==> src/acfr_pkg.sv <==
// Shared types and constants of the addressed CRC frame receiver.
// No dependencies; the front end, queue, back end and top level import it.
`timescale 1ns / 1ps
`default_nettype none

package acfr_pkg;

  // CRC-16/MODBUS: reflected polynomial, all-ones start value
  localparam logic [15:0] CRC_POLY = 16'hA001;
  localparam logic [15:0] CRC_INIT = 16'hFFFF;

  // Register map (byte address bit 2 picks the register)
  localparam logic REG_LOCAL_ADDRESS = 1'b0;
  localparam logic REG_TIMEOUT_MS    = 1'b1;

  localparam logic [7:0]  LOCAL_ADDRESS_RESET = 8'd0;
  localparam logic [15:0] TIMEOUT_MS_RESET    = 16'd100;

  // Where the parser stands within a frame
  typedef enum logic [1:0] {
    PH_ADDR  = 2'd0,
    PH_LEN   = 2'd1,
    PH_DATA  = 2'd2,
    PH_CHECK = 2'd3
  } phase_t;

  // Front end: waiting for a byte, or shifting the CRC through one byte
  typedef enum logic {
    FS_IDLE = 1'b0,
    FS_CRC  = 1'b1
  } front_state_t;

  // Back end: no frame, RAM read in flight, result on the output
  typedef enum logic [1:0] {
    BS_IDLE  = 2'd0,
    BS_FETCH = 2'd1,
    BS_SHOW  = 2'd2
  } back_state_t;

  // One accepted frame waiting to be played out
  typedef struct packed {
    logic [6:0] len;
    logic       empty;
  } frame_desc_t;

  // Front end to queue
  typedef struct packed {
    logic        valid;
    frame_desc_t desc;
  } q_push_t;

  // Queue to back end
  typedef struct packed {
    logic        valid;
    frame_desc_t desc;
  } q_head_t;

  // One bit of the reflected CRC shift
  function automatic logic [15:0] crc_bit_step(input logic [15:0] crc);
    crc_bit_step = crc[0] ? ((crc >> 1) ^ CRC_POLY) : (crc >> 1);
  endfunction

endpackage

`default_nettype wire

==> src/acfr_ifs.sv <==
// Valid/ready channel interfaces for received bytes and for result items.
// No dependencies.
`timescale 1ns / 1ps
`default_nettype none

interface acfr_in_if;
  logic        valid;
  logic        ready;
  logic [7:0]  rx_byte;
  logic [31:0] byte_time;

  modport source (output valid, output rx_byte, output byte_time, input ready);
  modport sink   (input valid, input rx_byte, input byte_time, output ready);
endinterface

interface acfr_out_if;
  logic       valid;
  logic       ready;
  logic [7:0] payload_byte;
  logic [6:0] frame_length;
  logic       empty_frame;
  logic       last_of_frame;

  modport source (output valid, output payload_byte, output frame_length,
                  output empty_frame, output last_of_frame, input ready);
  modport sink   (input valid, input payload_byte, input frame_length,
                  input empty_frame, input last_of_frame, output ready);
endinterface

`default_nettype wire

==> src/acfr_ram.sv <==
// Generic single-write, single-read RAM with registered read data.
// No dependencies.
`timescale 1ns / 1ps
`default_nettype none

module acfr_ram #(
  parameter int WIDTH = 8,
  parameter int DEPTH = 128,
  localparam int AddrW = (DEPTH > 1) ? $clog2(DEPTH) : 1
) (
  input  wire logic             clk,
  input  wire logic             we,
  input  wire logic [AddrW-1:0] waddr,
  input  wire logic [WIDTH-1:0] wdata,
  input  wire logic             re,
  input  wire logic [AddrW-1:0] raddr,
  output logic      [WIDTH-1:0] rdata
);

  logic [WIDTH-1:0] mem [DEPTH];
  logic [WIDTH-1:0] rdata_r;

  // Write port
  always_ff @(posedge clk) begin
    if (we) begin
      mem[waddr] <= wdata;
    end
  end

  // Registered read port
  always_ff @(posedge clk) begin
    if (re) begin
      rdata_r <= mem[raddr];
    end
  end

  assign rdata = rdata_r;

endmodule

`default_nettype wire

==> src/acfr_front.sv <==
// Front end: takes received bytes, checks the inter-byte timeout, tracks the
// frame, shifts the CRC one bit a cycle and stores payload. Uses acfr_pkg.
`timescale 1ns / 1ps
`default_nettype none

module acfr_front #(
  parameter int MAX_PAYLOAD = 64,
  localparam int PosW  = (MAX_PAYLOAD > 1) ? $clog2(MAX_PAYLOAD) : 1,
  localparam int AddrW = $clog2(2 * MAX_PAYLOAD)
) (
  input  wire logic             clk,
  input  wire logic             rst_n,
  acfr_in_if.sink               in_rx,
  input  wire logic [7:0]       local_address,
  input  wire logic [15:0]      timeout_ms,
  input  wire logic             drain_room,
  output acfr_pkg::q_push_t     push,
  output logic                  ram_we,
  output logic      [AddrW-1:0] ram_waddr,
  output logic      [7:0]       ram_wdata
);

  import acfr_pkg::*;

  localparam logic [7:0] MaxLen = 8'(MAX_PAYLOAD);

  front_state_t state_r, state_nxt;
  logic [2:0]   bit_cnt_r, bit_cnt_nxt;
  phase_t       phase_r, phase_nxt;
  logic [7:0]   addr_r, addr_nxt;
  logic [7:0]   len_r, len_nxt;
  logic [7:0]   pos_r, pos_nxt;
  logic [15:0]  crc_r, crc_nxt;
  logic [7:0]   first_r, first_nxt;
  logic [31:0]  prev_r, prev_nxt;
  logic         wr_bank_r, wr_bank_nxt;

  logic         accept;
  logic [32:0]  threshold;
  logic         restart;
  phase_t       ph_e;
  logic [7:0]   addr_e, len_e, pos_e, first_e;
  logic [15:0]  crc_e;
  logic [8:0]   pos_inc;
  logic [15:0]  rx_crc;
  logic [AddrW-1:0] bank_base;

  assign in_rx.ready = (state_r == FS_IDLE) && drain_room;
  assign accept      = in_rx.valid && in_rx.ready;

  // Timeout: restart when the gap is too long or the threshold wraps
  assign threshold = {1'b0, prev_r} + {17'b0, timeout_ms};
  assign restart   = threshold[32] || (threshold[31:0] < in_rx.byte_time);

  // Frame state as seen after a possible restart
  assign ph_e    = restart ? PH_ADDR  : phase_r;
  assign addr_e  = restart ? 8'd0     : addr_r;
  assign len_e   = restart ? 8'd0     : len_r;
  assign pos_e   = restart ? 8'd0     : pos_r;
  assign first_e = restart ? 8'd0     : first_r;
  assign crc_e   = restart ? CRC_INIT : crc_r;

  assign pos_inc   = {1'b0, pos_e} + 9'd1;
  assign rx_crc    = {in_rx.rx_byte, first_e};
  assign bank_base = wr_bank_r ? AddrW'(MAX_PAYLOAD) : '0;

  // Parse and CRC sequencing
  always_comb begin
    state_nxt   = state_r;
    bit_cnt_nxt = bit_cnt_r;
    phase_nxt   = phase_r;
    addr_nxt    = addr_r;
    len_nxt     = len_r;
    pos_nxt     = pos_r;
    crc_nxt     = crc_r;
    first_nxt   = first_r;
    prev_nxt    = prev_r;
    wr_bank_nxt = wr_bank_r;
    push        = '0;
    ram_we      = 1'b0;
    ram_waddr   = bank_base + AddrW'(pos_e[PosW-1:0]);
    ram_wdata   = in_rx.rx_byte;

    case (state_r)
      FS_IDLE: begin
        if (accept) begin
          prev_nxt  = in_rx.byte_time;
          phase_nxt = ph_e;
          addr_nxt  = addr_e;
          len_nxt   = len_e;
          pos_nxt   = pos_e;
          first_nxt = first_e;
          crc_nxt   = crc_e;
          case (ph_e)
            PH_ADDR: begin
              addr_nxt    = in_rx.rx_byte;
              crc_nxt     = CRC_INIT ^ {8'd0, in_rx.rx_byte};
              phase_nxt   = PH_LEN;
              state_nxt   = FS_CRC;
              bit_cnt_nxt = 3'd0;
            end
            PH_LEN: begin
              len_nxt     = in_rx.rx_byte;
              crc_nxt     = crc_e ^ {8'd0, in_rx.rx_byte};
              pos_nxt     = 8'd0;
              phase_nxt   = (in_rx.rx_byte != 8'd0) ? PH_DATA : PH_CHECK;
              state_nxt   = FS_CRC;
              bit_cnt_nxt = 3'd0;
            end
            PH_DATA: begin
              ram_we      = (pos_e < MaxLen);
              crc_nxt     = crc_e ^ {8'd0, in_rx.rx_byte};
              state_nxt   = FS_CRC;
              bit_cnt_nxt = 3'd0;
              if (pos_inc >= {1'b0, len_e}) begin
                pos_nxt   = 8'd0;
                phase_nxt = PH_CHECK;
              end else begin
                pos_nxt = pos_inc[7:0];
              end
            end
            PH_CHECK: begin
              if (pos_e == 8'd0) begin
                first_nxt = in_rx.rx_byte;
                pos_nxt   = 8'd1;
              end else begin
                // Hand a good frame addressed to us to the back end
                if ((rx_crc == crc_e) && (addr_e == local_address) &&
                    (len_e <= MaxLen)) begin
                  push.valid      = 1'b1;
                  push.desc.len   = len_e[6:0];
                  push.desc.empty = (len_e == 8'd0);
                  wr_bank_nxt     = ~wr_bank_r;
                end
                // Frame over: drop all frame state
                phase_nxt = PH_ADDR;
                addr_nxt  = 8'd0;
                len_nxt   = 8'd0;
                pos_nxt   = 8'd0;
                crc_nxt   = CRC_INIT;
                first_nxt = 8'd0;
                prev_nxt  = 32'd0;
              end
            end
            default: begin
              phase_nxt = PH_ADDR;
            end
          endcase
        end
      end
      FS_CRC: begin
        // Advance the CRC one bit per cycle
        crc_nxt     = crc_bit_step(crc_r);
        bit_cnt_nxt = bit_cnt_r + 3'd1;
        if (bit_cnt_r == 3'd7) begin
          state_nxt = FS_IDLE;
        end
      end
      default: begin
        state_nxt = FS_IDLE;
      end
    endcase
  end

  // State registers
  always_ff @(posedge clk) begin
    if (!rst_n) begin
      state_r   <= FS_IDLE;
      bit_cnt_r <= 3'd0;
      phase_r   <= PH_ADDR;
      addr_r    <= 8'd0;
      len_r     <= 8'd0;
      pos_r     <= 8'd0;
      crc_r     <= CRC_INIT;
      first_r   <= 8'd0;
      prev_r    <= 32'd0;
      wr_bank_r <= 1'b0;
    end else begin
      state_r   <= state_nxt;
      bit_cnt_r <= bit_cnt_nxt;
      phase_r   <= phase_nxt;
      addr_r    <= addr_nxt;
      len_r     <= len_nxt;
      pos_r     <= pos_nxt;
      crc_r     <= crc_nxt;
      first_r   <= first_nxt;
      prev_r    <= prev_nxt;
      wr_bank_r <= wr_bank_nxt;
    end
  end

  // A byte that feeds the CRC starts the CRC shift with the bit counter at zero
  a_crc_start: assert property (@(posedge clk) disable iff (!rst_n)
    (accept && (ph_e != PH_CHECK)) |=> (state_r == FS_CRC) && (bit_cnt_r == 3'd0))
    else $error("CRC shift did not start after a byte");

  a_crc_end: assert property (@(posedge clk) disable iff (!rst_n)
    ((state_r == FS_CRC) && (bit_cnt_r == 3'd7)) |=> (state_r == FS_IDLE))
    else $error("CRC shift ran past eight bits");

  // Payload is only written inside the store and in the data phase
  a_store_bounds: assert property (@(posedge clk) disable iff (!rst_n)
    ram_we |-> (accept && (ph_e == PH_DATA) && (pos_e < MaxLen)))
    else $error("payload write outside the store");

  // Releasing a frame, which only its second CRC byte does, clears the parser
  a_push_at_end: assert property (@(posedge clk) disable iff (!rst_n)
    push.valid |=> (phase_r == PH_ADDR) && (prev_r == 32'd0))
    else $error("frame released without clearing the parser");

endmodule

`default_nettype wire

==> src/acfr_queue.sv <==
// Two-entry queue of accepted frame descriptors between front and back end.
// Uses acfr_pkg.
`timescale 1ns / 1ps
`default_nettype none

module acfr_queue (
  input  wire logic              clk,
  input  wire logic              rst_n,
  input  wire acfr_pkg::q_push_t push,
  input  wire logic              pop,
  output acfr_pkg::q_head_t      head,
  output logic [1:0]             count
);

  import acfr_pkg::*;

  frame_desc_t entries_r [2];
  logic        wptr_r, wptr_nxt;
  logic        rptr_r, rptr_nxt;
  logic [1:0]  cnt_r, cnt_nxt;

  assign head.valid = (cnt_r != 2'd0);
  assign head.desc  = entries_r[rptr_r];
  assign count      = cnt_r;

  // Pointer and fill updates
  always_comb begin
    wptr_nxt = wptr_r;
    rptr_nxt = rptr_r;
    cnt_nxt  = cnt_r;
    if (push.valid) begin
      wptr_nxt = ~wptr_r;
    end
    if (pop) begin
      rptr_nxt = ~rptr_r;
    end
    case ({push.valid, pop})
      2'b10:   cnt_nxt = cnt_r + 2'd1;
      2'b01:   cnt_nxt = cnt_r - 2'd1;
      default: cnt_nxt = cnt_r;
    endcase
  end

  always_ff @(posedge clk) begin
    if (!rst_n) begin
      wptr_r <= 1'b0;
      rptr_r <= 1'b0;
      cnt_r  <= 2'd0;
    end else begin
      wptr_r <= wptr_nxt;
      rptr_r <= rptr_nxt;
      cnt_r  <= cnt_nxt;
    end
  end

  // Hold descriptor entries
  always_ff @(posedge clk) begin
    if (push.valid) begin
      entries_r[wptr_r] <= push.desc;
    end
  end

  a_no_overflow: assert property (@(posedge clk) disable iff (!rst_n)
    push.valid |-> (cnt_r != 2'd2))
    else $error("descriptor queue overflow");

  a_no_underflow: assert property (@(posedge clk) disable iff (!rst_n)
    pop |-> (cnt_r != 2'd0))
    else $error("descriptor queue underflow");

  a_fill_range: assert property (@(posedge clk) disable iff (!rst_n)
    (cnt_r != 2'd3) && ((cnt_r == 2'd1) == (wptr_r != rptr_r)))
    else $error("descriptor queue pointers and fill disagree");

endmodule

`default_nettype wire

==> src/acfr_back.sv <==
// Back end: plays an accepted frame out of the payload RAM as result items,
// one RAM read per payload byte. Uses acfr_pkg and the result interface.
`timescale 1ns / 1ps
`default_nettype none

module acfr_back #(
  parameter int MAX_PAYLOAD = 64,
  localparam int PosW  = (MAX_PAYLOAD > 1) ? $clog2(MAX_PAYLOAD) : 1,
  localparam int AddrW = $clog2(2 * MAX_PAYLOAD)
) (
  input  wire logic              clk,
  input  wire logic              rst_n,
  input  wire acfr_pkg::q_head_t head,
  output logic                   pop,
  output logic                   busy,
  output logic                   ram_re,
  output logic      [AddrW-1:0]  ram_raddr,
  input  wire logic [7:0]        ram_rdata,
  acfr_out_if.source             out_res
);

  import acfr_pkg::*;

  back_state_t      state_r, state_nxt;
  logic [PosW-1:0]  idx_r, idx_nxt;
  logic [6:0]       len_r, len_nxt;
  logic             empty_r, empty_nxt;
  logic             last_r, last_nxt;
  logic             rd_bank_r, rd_bank_nxt;
  logic [7:0]       payload_r, payload_nxt;
  logic [AddrW-1:0] bank_base;
  logic             out_done;

  assign bank_base = rd_bank_r ? AddrW'(MAX_PAYLOAD) : '0;
  assign out_done  = out_res.valid && out_res.ready;
  assign busy      = (state_r != BS_IDLE);

  assign out_res.valid         = (state_r == BS_SHOW);
  assign out_res.payload_byte  = payload_r;
  assign out_res.frame_length  = len_r;
  assign out_res.empty_frame   = empty_r;
  assign out_res.last_of_frame = last_r;

  // Drain sequencing
  always_comb begin
    state_nxt   = state_r;
    idx_nxt     = idx_r;
    len_nxt     = len_r;
    empty_nxt   = empty_r;
    last_nxt    = last_r;
    rd_bank_nxt = rd_bank_r;
    payload_nxt = payload_r;
    pop         = 1'b0;
    ram_re      = 1'b0;
    ram_raddr   = bank_base + AddrW'(idx_r);

    case (state_r)
      BS_IDLE: begin
        if (head.valid) begin
          pop       = 1'b1;
          len_nxt   = head.desc.len;
          empty_nxt = head.desc.empty;
          idx_nxt   = '0;
          if (head.desc.empty) begin
            payload_nxt = 8'd0;
            last_nxt    = 1'b1;
            state_nxt   = BS_SHOW;
          end else begin
            ram_re    = 1'b1;
            ram_raddr = bank_base;
            state_nxt = BS_FETCH;
          end
        end
      end
      BS_FETCH: begin
        payload_nxt = ram_rdata;
        last_nxt    = ((7'(idx_r) + 7'd1) == len_r);
        state_nxt   = BS_SHOW;
      end
      BS_SHOW: begin
        // Hold the result until the transfer, then step on
        if (out_done) begin
          if (last_r) begin
            rd_bank_nxt = ~rd_bank_r;
            state_nxt   = BS_IDLE;
          end else begin
            idx_nxt   = idx_r + PosW'(1);
            ram_re    = 1'b1;
            ram_raddr = bank_base + AddrW'(idx_r + PosW'(1));
            state_nxt = BS_FETCH;
          end
        end
      end
      default: begin
        state_nxt = BS_IDLE;
      end
    endcase
  end

  always_ff @(posedge clk) begin
    if (!rst_n) begin
      state_r   <= BS_IDLE;
      rd_bank_r <= 1'b0;
    end else begin
      state_r   <= state_nxt;
      rd_bank_r <= rd_bank_nxt;
    end
  end

  // Payload side of the drain, no reset needed
  always_ff @(posedge clk) begin
    idx_r     <= idx_nxt;
    len_r     <= len_nxt;
    empty_r   <= empty_nxt;
    last_r    <= last_nxt;
    payload_r <= payload_nxt;
  end

  a_fetch_to_show: assert property (@(posedge clk) disable iff (!rst_n)
    (state_r == BS_FETCH) |=> (state_r == BS_SHOW))
    else $error("RAM read not followed by a result");

  a_bank_flip: assert property (@(posedge clk) disable iff (!rst_n)
    (rd_bank_r != $past(rd_bank_r)) |-> $past(out_done && last_r))
    else $error("read bank changed inside a frame");

  a_empty_marker: assert property (@(posedge clk) disable iff (!rst_n)
    (out_res.valid && out_res.empty_frame) |->
      (out_res.last_of_frame && (out_res.frame_length == 7'd0)))
    else $error("malformed empty-frame marker");

endmodule

`default_nettype wire

==> src/addressed_crc_frame_receiver.sv <==
// Addressed CRC frame receiver, top level: register port, front end,
// descriptor queue, payload RAM and back end. Uses acfr_pkg and acfr_ifs.
//
// Usage
//   in_rx   : received bytes with their millisecond timestamps, valid/ready.
//   out_res : payload bytes of good frames addressed to local_address,
//             valid/ready; an empty frame gives one marker item.
//   APB     : register 0 local_address at 0x0, register 1 timeout_ms at 0x4.
// Input: an address, length or payload byte holds the input off while
//   the bit-serial CRC shift runs; a CRC byte does not start the shift.
//   Results leave one at a time: each payload item waits for its RAM
//   read, and the next read starts only once the shown item is taken.
// Result path: when the back end is free, the first result of a frame
//   follows its last CRC byte through the queue, the registered RAM read
//   and the result register; an empty frame skips the RAM read.
// Payload RAM holds two frames; while two accepted frames wait to be played
//   out, the input is held off. A stalled output stalls only the back end
//   until both frames are pending.
// Reset (synchronous, rst_n low) sets local_address 0, timeout_ms 100 and
//   empties the parser and the queue; no clearing pass is needed.
`timescale 1ns / 1ps
`default_nettype none

module addressed_crc_frame_receiver #(
  parameter int MAX_PAYLOAD = 64
) (
  input  wire logic        clk,
  input  wire logic        rst_n,
  acfr_in_if.sink          in_rx,
  acfr_out_if.source       out_res,
  input  wire logic        psel,
  input  wire logic        penable,
  input  wire logic        pwrite,
  input  wire logic [2:0]  paddr,
  input  wire logic [31:0] pwdata,
  output logic      [31:0] prdata,
  output logic             pready
);

  import acfr_pkg::*;

  localparam int AddrW = $clog2(2 * MAX_PAYLOAD);

  logic [7:0]       local_address_r;
  logic [15:0]      timeout_ms_r;
  logic             cfg_wr;
  q_push_t          push;
  q_head_t          head;
  logic             pop;
  logic [1:0]       q_count;
  logic             back_busy;
  logic             drain_room;
  logic             ram_we;
  logic [AddrW-1:0] ram_waddr;
  logic [7:0]       ram_wdata;
  logic             ram_re;
  logic [AddrW-1:0] ram_raddr;
  logic [7:0]       ram_rdata;

  // Register port
  assign pready = 1'b1;
  assign cfg_wr = psel && penable && pwrite;
  assign prdata = (paddr[2] == REG_TIMEOUT_MS) ? {16'd0, timeout_ms_r}
                                               : {24'd0, local_address_r};

  always_ff @(posedge clk) begin
    if (!rst_n) begin
      local_address_r <= LOCAL_ADDRESS_RESET;
      timeout_ms_r    <= TIMEOUT_MS_RESET;
    end else if (cfg_wr) begin
      if (paddr[2] == REG_LOCAL_ADDRESS) begin
        local_address_r <= pwdata[7:0];
      end else begin
        timeout_ms_r <= pwdata[15:0];
      end
    end
  end

  // Hold input while both RAM banks belong to pending frames
  assign drain_room = ({1'b0, q_count} + {2'b0, back_busy}) < 3'd2;

  acfr_front #(
    .MAX_PAYLOAD (MAX_PAYLOAD)
  ) u_front (
    .clk           (clk),
    .rst_n         (rst_n),
    .in_rx         (in_rx),
    .local_address (local_address_r),
    .timeout_ms    (timeout_ms_r),
    .drain_room    (drain_room),
    .push          (push),
    .ram_we        (ram_we),
    .ram_waddr     (ram_waddr),
    .ram_wdata     (ram_wdata)
  );

  acfr_queue u_queue (
    .clk   (clk),
    .rst_n (rst_n),
    .push  (push),
    .pop   (pop),
    .head  (head),
    .count (q_count)
  );

  acfr_ram #(
    .WIDTH (8),
    .DEPTH (2 * MAX_PAYLOAD)
  ) u_ram (
    .clk   (clk),
    .we    (ram_we),
    .waddr (ram_waddr),
    .wdata (ram_wdata),
    .re    (ram_re),
    .raddr (ram_raddr),
    .rdata (ram_rdata)
  );

  acfr_back #(
    .MAX_PAYLOAD (MAX_PAYLOAD)
  ) u_back (
    .clk       (clk),
    .rst_n     (rst_n),
    .head      (head),
    .pop       (pop),
    .busy      (back_busy),
    .ram_re    (ram_re),
    .ram_raddr (ram_raddr),
    .ram_rdata (ram_rdata),
    .out_res   (out_res)
  );

endmodule

`default_nettype wire
==> src/flat_wrapper.sv <==
// flat-port wrapper written by rule: the top's interface ports become plain ports
module addressed_crc_frame_receiver_flat import acfr_pkg::*;
#(
  parameter int MAX_PAYLOAD = 64
)
  (clk, rst_n, psel, penable, pwrite, paddr, pwdata, prdata, pready, in_rx_valid, in_rx_rx_byte, in_rx_byte_time, in_rx_ready, out_res_valid, out_res_payload_byte, out_res_frame_length, out_res_empty_frame, out_res_last_of_frame, out_res_ready);
  acfr_in_if in_rx_i ();
  acfr_out_if out_res_i ();
  input  wire logic clk;
  input  wire logic rst_n;
  input  wire logic psel;
  input  wire logic penable;
  input  wire logic pwrite;
  input  wire logic [2:0] paddr;
  input  wire logic [31:0] pwdata;
  output logic      [31:0] prdata;
  output logic pready;
  input wire logic [$bits(in_rx_i.valid)-1:0] in_rx_valid;
  input wire logic [$bits(in_rx_i.rx_byte)-1:0] in_rx_rx_byte;
  input wire logic [$bits(in_rx_i.byte_time)-1:0] in_rx_byte_time;
  output wire logic [$bits(in_rx_i.ready)-1:0] in_rx_ready;
  output wire logic [$bits(out_res_i.valid)-1:0] out_res_valid;
  output wire logic [$bits(out_res_i.payload_byte)-1:0] out_res_payload_byte;
  output wire logic [$bits(out_res_i.frame_length)-1:0] out_res_frame_length;
  output wire logic [$bits(out_res_i.empty_frame)-1:0] out_res_empty_frame;
  output wire logic [$bits(out_res_i.last_of_frame)-1:0] out_res_last_of_frame;
  input wire logic [$bits(out_res_i.ready)-1:0] out_res_ready;
  assign in_rx_i.valid = in_rx_valid;
  assign in_rx_i.rx_byte = in_rx_rx_byte;
  assign in_rx_i.byte_time = in_rx_byte_time;
  assign in_rx_ready = in_rx_i.ready;
  assign out_res_valid = out_res_i.valid;
  assign out_res_payload_byte = out_res_i.payload_byte;
  assign out_res_frame_length = out_res_i.frame_length;
  assign out_res_empty_frame = out_res_i.empty_frame;
  assign out_res_last_of_frame = out_res_i.last_of_frame;
  assign out_res_i.ready = out_res_ready;
  addressed_crc_frame_receiver #(.MAX_PAYLOAD(MAX_PAYLOAD)) u_core (.clk(clk), .rst_n(rst_n), .in_rx(in_rx_i), .out_res(out_res_i), .psel(psel), .penable(penable), .pwrite(pwrite), .paddr(paddr), .pwdata(pwdata), .prdata(prdata), .pready(pready));
endmodule
==> config.mk <==
export PLATFORM = sky130hd
export DESIGN_NAME = addressed_crc_frame_receiver_flat
export DESIGN_NICKNAME = d
export VERILOG_FILES = /design/src/acfr_pkg.sv /design/src/acfr_ifs.sv /design/src/acfr_ram.sv /design/src/acfr_front.sv /design/src/acfr_queue.sv /design/src/acfr_back.sv /design/src/addressed_crc_frame_receiver.sv /design/src/flat_wrapper.sv
export SDC_FILE = /design/constraint.sdc
export NUM_CORES = 2
export LEC_CHECK = 0
export ABC_AREA = 1
export BUFFER_PORTS_ARGS = -buffer_cell sky130_fd_sc_hd__buf_2
export CORE_MARGIN = 5
export CORE_UTILIZATION = 30
export CTS_CLUSTER_SIZE = 8
export DETAILED_ROUTE_END_ITERATION = 12
export SLEW_MARGIN = 20
export SYNTH_ARGS = -nofsm -noshare
export SYNTH_HDL_FRONTEND = slang
export SYNTH_HIERARCHICAL = 1
export SYNTH_SLANG_ARGS = --single-unit
==> constraint.sdc <==
create_clock -name clk -period 7.9 [get_ports clk]
set_input_delay 1.185 -clock clk [delete_from_list [all_inputs] [get_ports clk]]
set_output_delay 1.185 -clock clk [all_outputs]
set_load 0.005 [all_outputs]
Word level (Yosys, flattened, before mapping)

Memory sizes are Yosys's and may differ from the RTL's. A register that Yosys moved wholly into a read port is not among the register bits.
Index checks and enable logic that the tools add are counted.

Reduce and logical (&&, ||, !) cells: 30
Add/subtract/negate cells: 11
Eq/ne operators: 17
$lt $le $gt $ge: 5
Bitwise operators: 10
Multiplexer cells: 78

Operators with widths:

| kind                                        | number |
|---|---|
| two-way mux 8 bit                           | 11 |
| two-way mux 16 bit                          | 5 |
| two-way mux 32 bit                          | 2 |
| case mux 16 bit (3 select lines)            | 1 |
| case mux 8 bit (2 select lines)             | 3 |
| two-way mux 9 bit                           | 5 |
| two-way mux 7 bit                           | 6 |
| adder 32 x 16 -> 33 bit                     | 1 |
| less-than comparator 32 bit                 | 1 |
| case mux 16 bit (2 select lines)            | 1 |
| case mux 8 bit (3 select lines)             | 1 |
| two-way mux 1 bit                           | 23 |
| two-way mux 6 bit                           | 3 |
| equality test 16 bit                        | 1 |
| zero test 8 bit                             | 2 |
| inverter 8 -> 16 bit                        | 1 |
| bitwise XOR 16 x 8 -> 16 bit                | 1 |
| adder 7 x 6 -> 7 bit                        | 2 |
| case mux 7 bit (2 select lines)             | 1 |
| two-way mux 2 bit                           | 6 |
| case mux 6 bit (2 select lines)             | 1 |
| AND reduction 2 bit                         | 6 |
| nonzero test 2 bit                          | 5 |
| adder 8 x 1 -> 9 bit, second input constant | 1 |
| 35 further kinds                            | 61 |

Register bits: 141
Input port bits: 82
Output and inout port bits: 52
Memory bits (writable): 1040
Memories: 2

Memories:

| memory                   | words | width | rd ports | clocked after Yosys merged registers in | wr ports | RTL line         | source |
|---|---|---|---|---|---|---|---|
| u_core.u_ram.mem         | 128   | 8     | 1        | 1                                       | 1        | acfr_ram.sv:20   | `logic [WIDTH-1:0] mem [DEPTH];` |
| u_core.u_queue.entries_r | 2     | 8     | 1        | 1                                       | 1        | acfr_queue.sv:17 | `frame_desc_t entries_r [2];` |

Depth between registers and ports, before layout

Depth after elaboration: 14
Gate-level depth with buffers: 41
Depth with buffers taken out: 39

By module

The synthesis kept the hierarchy.

Modules (own cells, without submodules):

| module                       | area each (um2) | cells each | instances |
|---|---|---|---|
| acfr_ram                     | 42184.2         | 3575       | 1 |
| acfr_front                   | 7317.0          | 1142       | 1 |
| acfr_back                    | 1382.6          | 160        | 1 |
| addressed_crc_frame_receiver | 1290.0          | 210        | 1 |
| acfr_queue                   | 833.3           | 58         | 1 |

Worst setup path after synthesis

Ideal clock, no wire load.

Path kind: register to register
Start point: reg u_core.timeout_ms_r[2]
End point: mem u_core.u_ram.mem[105][0], enable pin
Clock period less this slack: 5.818 ns
Arrival time: 5.447 ns
Stages on the path, launching flop included: 34
Path slack: 2.082 ns
Setup time: 0.370 ns
Required time: 7.530 ns
Path buffers: 4
Path through: dfxtp_1 > ha_1 > nand3_1 > nand2_1 > a21oi_1 > nor2_1 > nor2_1 > o21ai_1 > a21oi_1 > o21ai_1 > nand2_1 > inv_2 > nand2_1 > nor2_1 > nand4_1 > xnor2_1 > ha_1 > nand2_1 > nor2_1 > nand4_1 > nor4_1 > nand2_1 > nand2_2 > nand2_1 > buf_4 > buf_2 > nor2_1 > ha_1 > inv_1 > nor4_1 > clkbuf_1 > nand2_1 > clkbuf_1 > nor2_1

Cells in the longest elaborated chain, start to end: 10
Elaborated cells between the ends (all ways): 13

Ends and longest elaborated chain:

| item                                                                       | RTL line                            | source |
|---|---|---|
| from (decl)                                                                | addressed_crc_frame_receiver.sv:45  | `logic [15:0] timeout_ms_r;` |
| from (signal assigned)                                                     | addressed_crc_frame_receiver.sv:74  | `timeout_ms_r <= pwdata[15:0];` |
| adder 32 x 16 -> 33 bit *                                                  | acfr_front.sv:52                    | `assign threshold = {1'b0, prev_r} + {17'b0, timeout_ms};` |
| less-than comparator 32 bit                                                | acfr_front.sv:53                    | `assign restart = threshold[32] \|\| (threshold[31:0] < in_rx.byte_time);` |
| logical OR 1 bit *                                                         | acfr_front.sv:53                    |  |
| two-way mux 8 bit or two-way mux 2 bit (tied branches)                     | acfr_front.sv:59, acfr_front.sv:56  |  |
| less-than comparator 8 x 7 -> 1 bit or equality test 2 bit (tied branches) | acfr_front.sv:111, acfr_front.sv:94 |  |
| two-way mux 1 bit *                                                        | acfr_front.sv:94                    | `case (ph_e)` |
| two-way mux 1 bit *                                                        | acfr_front.sv:86                    | `if (accept) begin` |
| two-way mux 1 bit *                                                        | acfr_front.sv:84                    | `case (state_r)` |
| net u_core.ram_we                                                          | addressed_crc_frame_receiver.sv:53  | `logic ram_we;` |
| two-way mux 1 bit *                                                        | acfr_ram.sv:25                      | `if (we) begin` |
| two-way mux 1 bit (implied by the code) *                                  | acfr_ram.sv:26                      | `mem[waddr] <= wdata;` |
| to (decl)                                                                  | acfr_ram.sv:20                      |  |

The timed path passes the listed nets; every way through them passes the cells marked *.

Final worst setup path

Start point: reg u_core.timeout_ms_r[2]
End point: mem u_core.u_ram.mem[16][2], enable pin

Elaborated cells between the ends (all ways): 13

RTL lines:

| item                        | RTL line                           | source |
|---|---|---|
| adder 32 x 16 -> 33 bit *   | acfr_front.sv:52                   |  |
| less-than comparator 32 bit | acfr_front.sv:53                   |  |
| logical OR 1 bit *          | acfr_front.sv:53                   |  |
| two-way mux 8 bit *         | acfr_front.sv:59                   | `assign pos_e = restart ? 8'd0 : pos_r;` |
| adder 7 x 6 -> 7 bit *      | acfr_front.sv:81                   | `ram_waddr = bank_base + AddrW'(pos_e[PosW-1:0]);` |
| net u_core.ram_waddr[4]     | addressed_crc_frame_receiver.sv:54 | `logic [AddrW-1:0] ram_waddr;` |

Marked as above.

==> out/results.ini <==
[yosys]
synth_top_flop_cell = edfxtp_1
synth-seq-area-share_pct = 65.2
yosysWarnings = 6
syn_area_mm2 = 0.0530
synth_area_per_cell_um2 = 10.3
synth_edf_count = 1071
synth.distinct_cells = 56
async_flop_share_pct = 0
ys_ff_latch = 1190
synth_cells = 5145

[cells_and_area]
nNetsFinal = 5378
fillers = 17392
final_common_cell = nand2_1
instances_no_fill = 7622
area_growth_syn_to_layout_pct = 13.8
stdcell_area_mm2 = 0.0603
layout_common_cells = nand2_1 (1,553), nand3_1 (1,079), edfxtp_1 (1,071), nor2_1 (291), inv_1 (213)
drive_above_1_share_pct = 8.83

[clock_network]
cts-root-buf = clkbuf_16
clk_pin_slew_ps = 50
cts_resized = 0
clockBufferDepth = 3
cts_sinks = 1190
cts_hold_buf = 0
cts_max_level = 4
cts_setup_buffers = 0
cts_tree = done
clock_latency_ps = 780
numCtsBuffers = 166

[critical_path]
cp.required_ps = 8290
worstSetupPathType = flop to flop
cp-start-kind = flop
critPathSlowestCell = nor2_1
end_kind = flop
crit_arrival_ps = 7470
crit_path_frequent_cell = nand2_1
cpPeakStageDelay_ps = 880
crit_fanout = 12

[power]
finalPower_mw = 22.3
ir_drop_uv = 416
leakagePower_nw = 22.3
p_per_area_mw_per_mm2 = 369

[floorplanning]
start_util_pct = 30.1
die_y_um = 430
die_x_um = 430
num_rows = 154
die_area_mm2 = 0.185
core_mm2 = 0.176
io_pins = 134

[timing]
drv_slew = 0
slew_headroom_pct = 19.9
setup_ws_ps = 814
finClkSkew_ps = 29.1
fin_tns_setup_ps = 0
rsz0062_at_grt = false
fin_crit_sh_pct = 89.7
tightest_slew_ps = 1200
setup_viol = 0
fmax_mhz = 141
finalHoldViolCount = 0
period_needed_ps = 7090

[grt]
grt_usage_pct = 14.8
grt_overflow = 0
antenna_found_initial = 3
grt_pass1_vias = 35821
grt_pass1_wl_um = 216000
grt_max_degree = 230

[detailed_routing]
routed_via_density = 4.94
drtIter0Drc = 3757
final_antenna_net_count = 0
drc = 0
dr_total_vias = 37618
topRoutingLayerUsed = met4
dr_wl_met3_um = 11000
wl_met2_um = 66700
wire_per_inst_um = 18.7
routed_wl_um = 143000
drt_pass1_iterations = 6
wl_met1_um = 61000

[placement]
gp_congestion = 0.859
dp.cells = 7400
pre_cts_ws_ps = 955
io_buffers = 98
dp_hpwl_um = 83800
place_area_mm2 = 0.0558

[status]
status = finished, final reports clean

[flow_run]
drv_cap = 0

[hold_path]
hold_path.class = flop to flop

-- synth_stat cells, types with 3 or more instances --
master    number  area share [%]
nand4_1       30            0.35
nor2_4         3           0.064
nor2_1       292             2.1
o211ai_1      13            0.18
mux2_4         8            0.23
o21ai_0       83            0.78
dfxtp_1      119             4.5
buf_4         73             1.0
a221oi_1       8            0.13
inv_1        217             1.5
nand3_2        3           0.057
buf_6         25            0.53
o21ai_1        7           0.066
a31oi_1       12            0.14
xnor2_1       13            0.21
nor3_1        16            0.15
xor2_1        24            0.40
buf_1         19            0.13
a21oi_1      134             1.3
nand2_1     1554              11
nor4_1         5           0.059
ha_1          67             1.6
buf_2        134             1.3
inv_2         12           0.085
edfxtp_1    1071              61
nand2_2        3           0.035
nand3_1     1079              10
clkbuf_1      71            0.50
nor2_2        11            0.13
a21o_1         3           0.042
-- state kept, by name, summed over array words and instances (netlist names), 7 cells and up, named ones only --
name                                cells
u_core/u_front/len_r                    8
u_core/u_front/first_r                  8
u_core/u_back/out_res.payload_byte      8
u_core/timeout_ms_r                    16
u_core/u_front/addr_r                   8
u_core/local_address_r                  8
u_core/u_ram/mem                     1024
u_core/u_queue/entries_r               16
u_core/u_front/crc_r                   16
u_core/u_ram/rdata                      8
u_core/u_front/prev_r                  32
u_core/u_front/pos_r                    8
u_core/u_back/out_res.frame_length      7
-- critical path: cells and delay by family (launching register included) --
kind | cells | cell delay [ps]
compound gates | 4 | 730
xor+xnor | 1 | 150
fa+ha+maj | 2 | 650
buf+inv | 3 | 480
flops | 1 | 320
simple gates | 19 | 4330
-- report_power, final --
group	internal (mW)	switching [mW]	leakage (nW)
Combinational	2.29	6.42	9.49
Sequential	7.05	0.102	10.6
Clock	3.83	2.58	2.22
Total	13.2	9.09	22.3
-- kinds of logic (layout without fill, tap and decap cells) --
kind of cell	Yosys count	count (layout)	synth area share (%)
buffers and inverters	554	674	5.12
other	2	19	0.0142
xor gates and xnor gates	37	37	0.611
and+or+nand+nor	3009	3009	24.4
DFF	1190	1190	65.2
AOI/OAI and AO/OA	277	277	2.88
adders and majority gates	68	68	1.62
muxes	8	8	0.227
-- routing by layer --
| layer | up-vias | GRT usage, % |
|---|---|---|
| met5 | - | 0 |
| met4 | 0 | 4.98 |
| met3 | 235 | 3.23 |
| met2 | 1411 | 23.7 |
| met1 | 18114 | 20.0 |
| li1 | 17858 | - |
-- path summary, 6_finish.rpt --
kind	startpoint	endpoint	slack, ps	depth (start not counted)
worst max-delay path	u_core/timeout_ms_r[2]	u_core/u_ram/mem[16][2]	810	29
worst min-delay path	u_core/u_front/prev_r[13]	u_core/u_front/prev_r[13]	470	2
worst max register to register	u_core/timeout_ms_r[2]	u_core/u_ram/mem[16][2]	810	29
worst min register to register	u_core/u_front/prev_r[13]	u_core/u_front/prev_r[13]	470	2
-- area by class of cell --
type	count	area (µm²)	share of cell area [%]
flip-flops and latches	1190	34500	57.3
multi-input cells	3416	15900	26.3
clock buffers	208	4380	7.25
well taps	2340	2930	4.85
repair buffers	222	1520	2.52
inverters	232	906	1.50
clock inverters	12	201	0.334
diodes	2	5.00	0.00829
-- stage by stage --
| step | util (%) | hold slack, ps |
|---|---|---|
| after floorplan | - | 443 |
| after global placement | 31.7 | 456 |
| after detailed placement | 31.7 | 462 |
| after CTS | 34.3 | 470 |
| after global routing | 34.3 | 486 |
| final | 34.3 | 469 |
No activity file was read; power rests on OpenSTA's default activity.
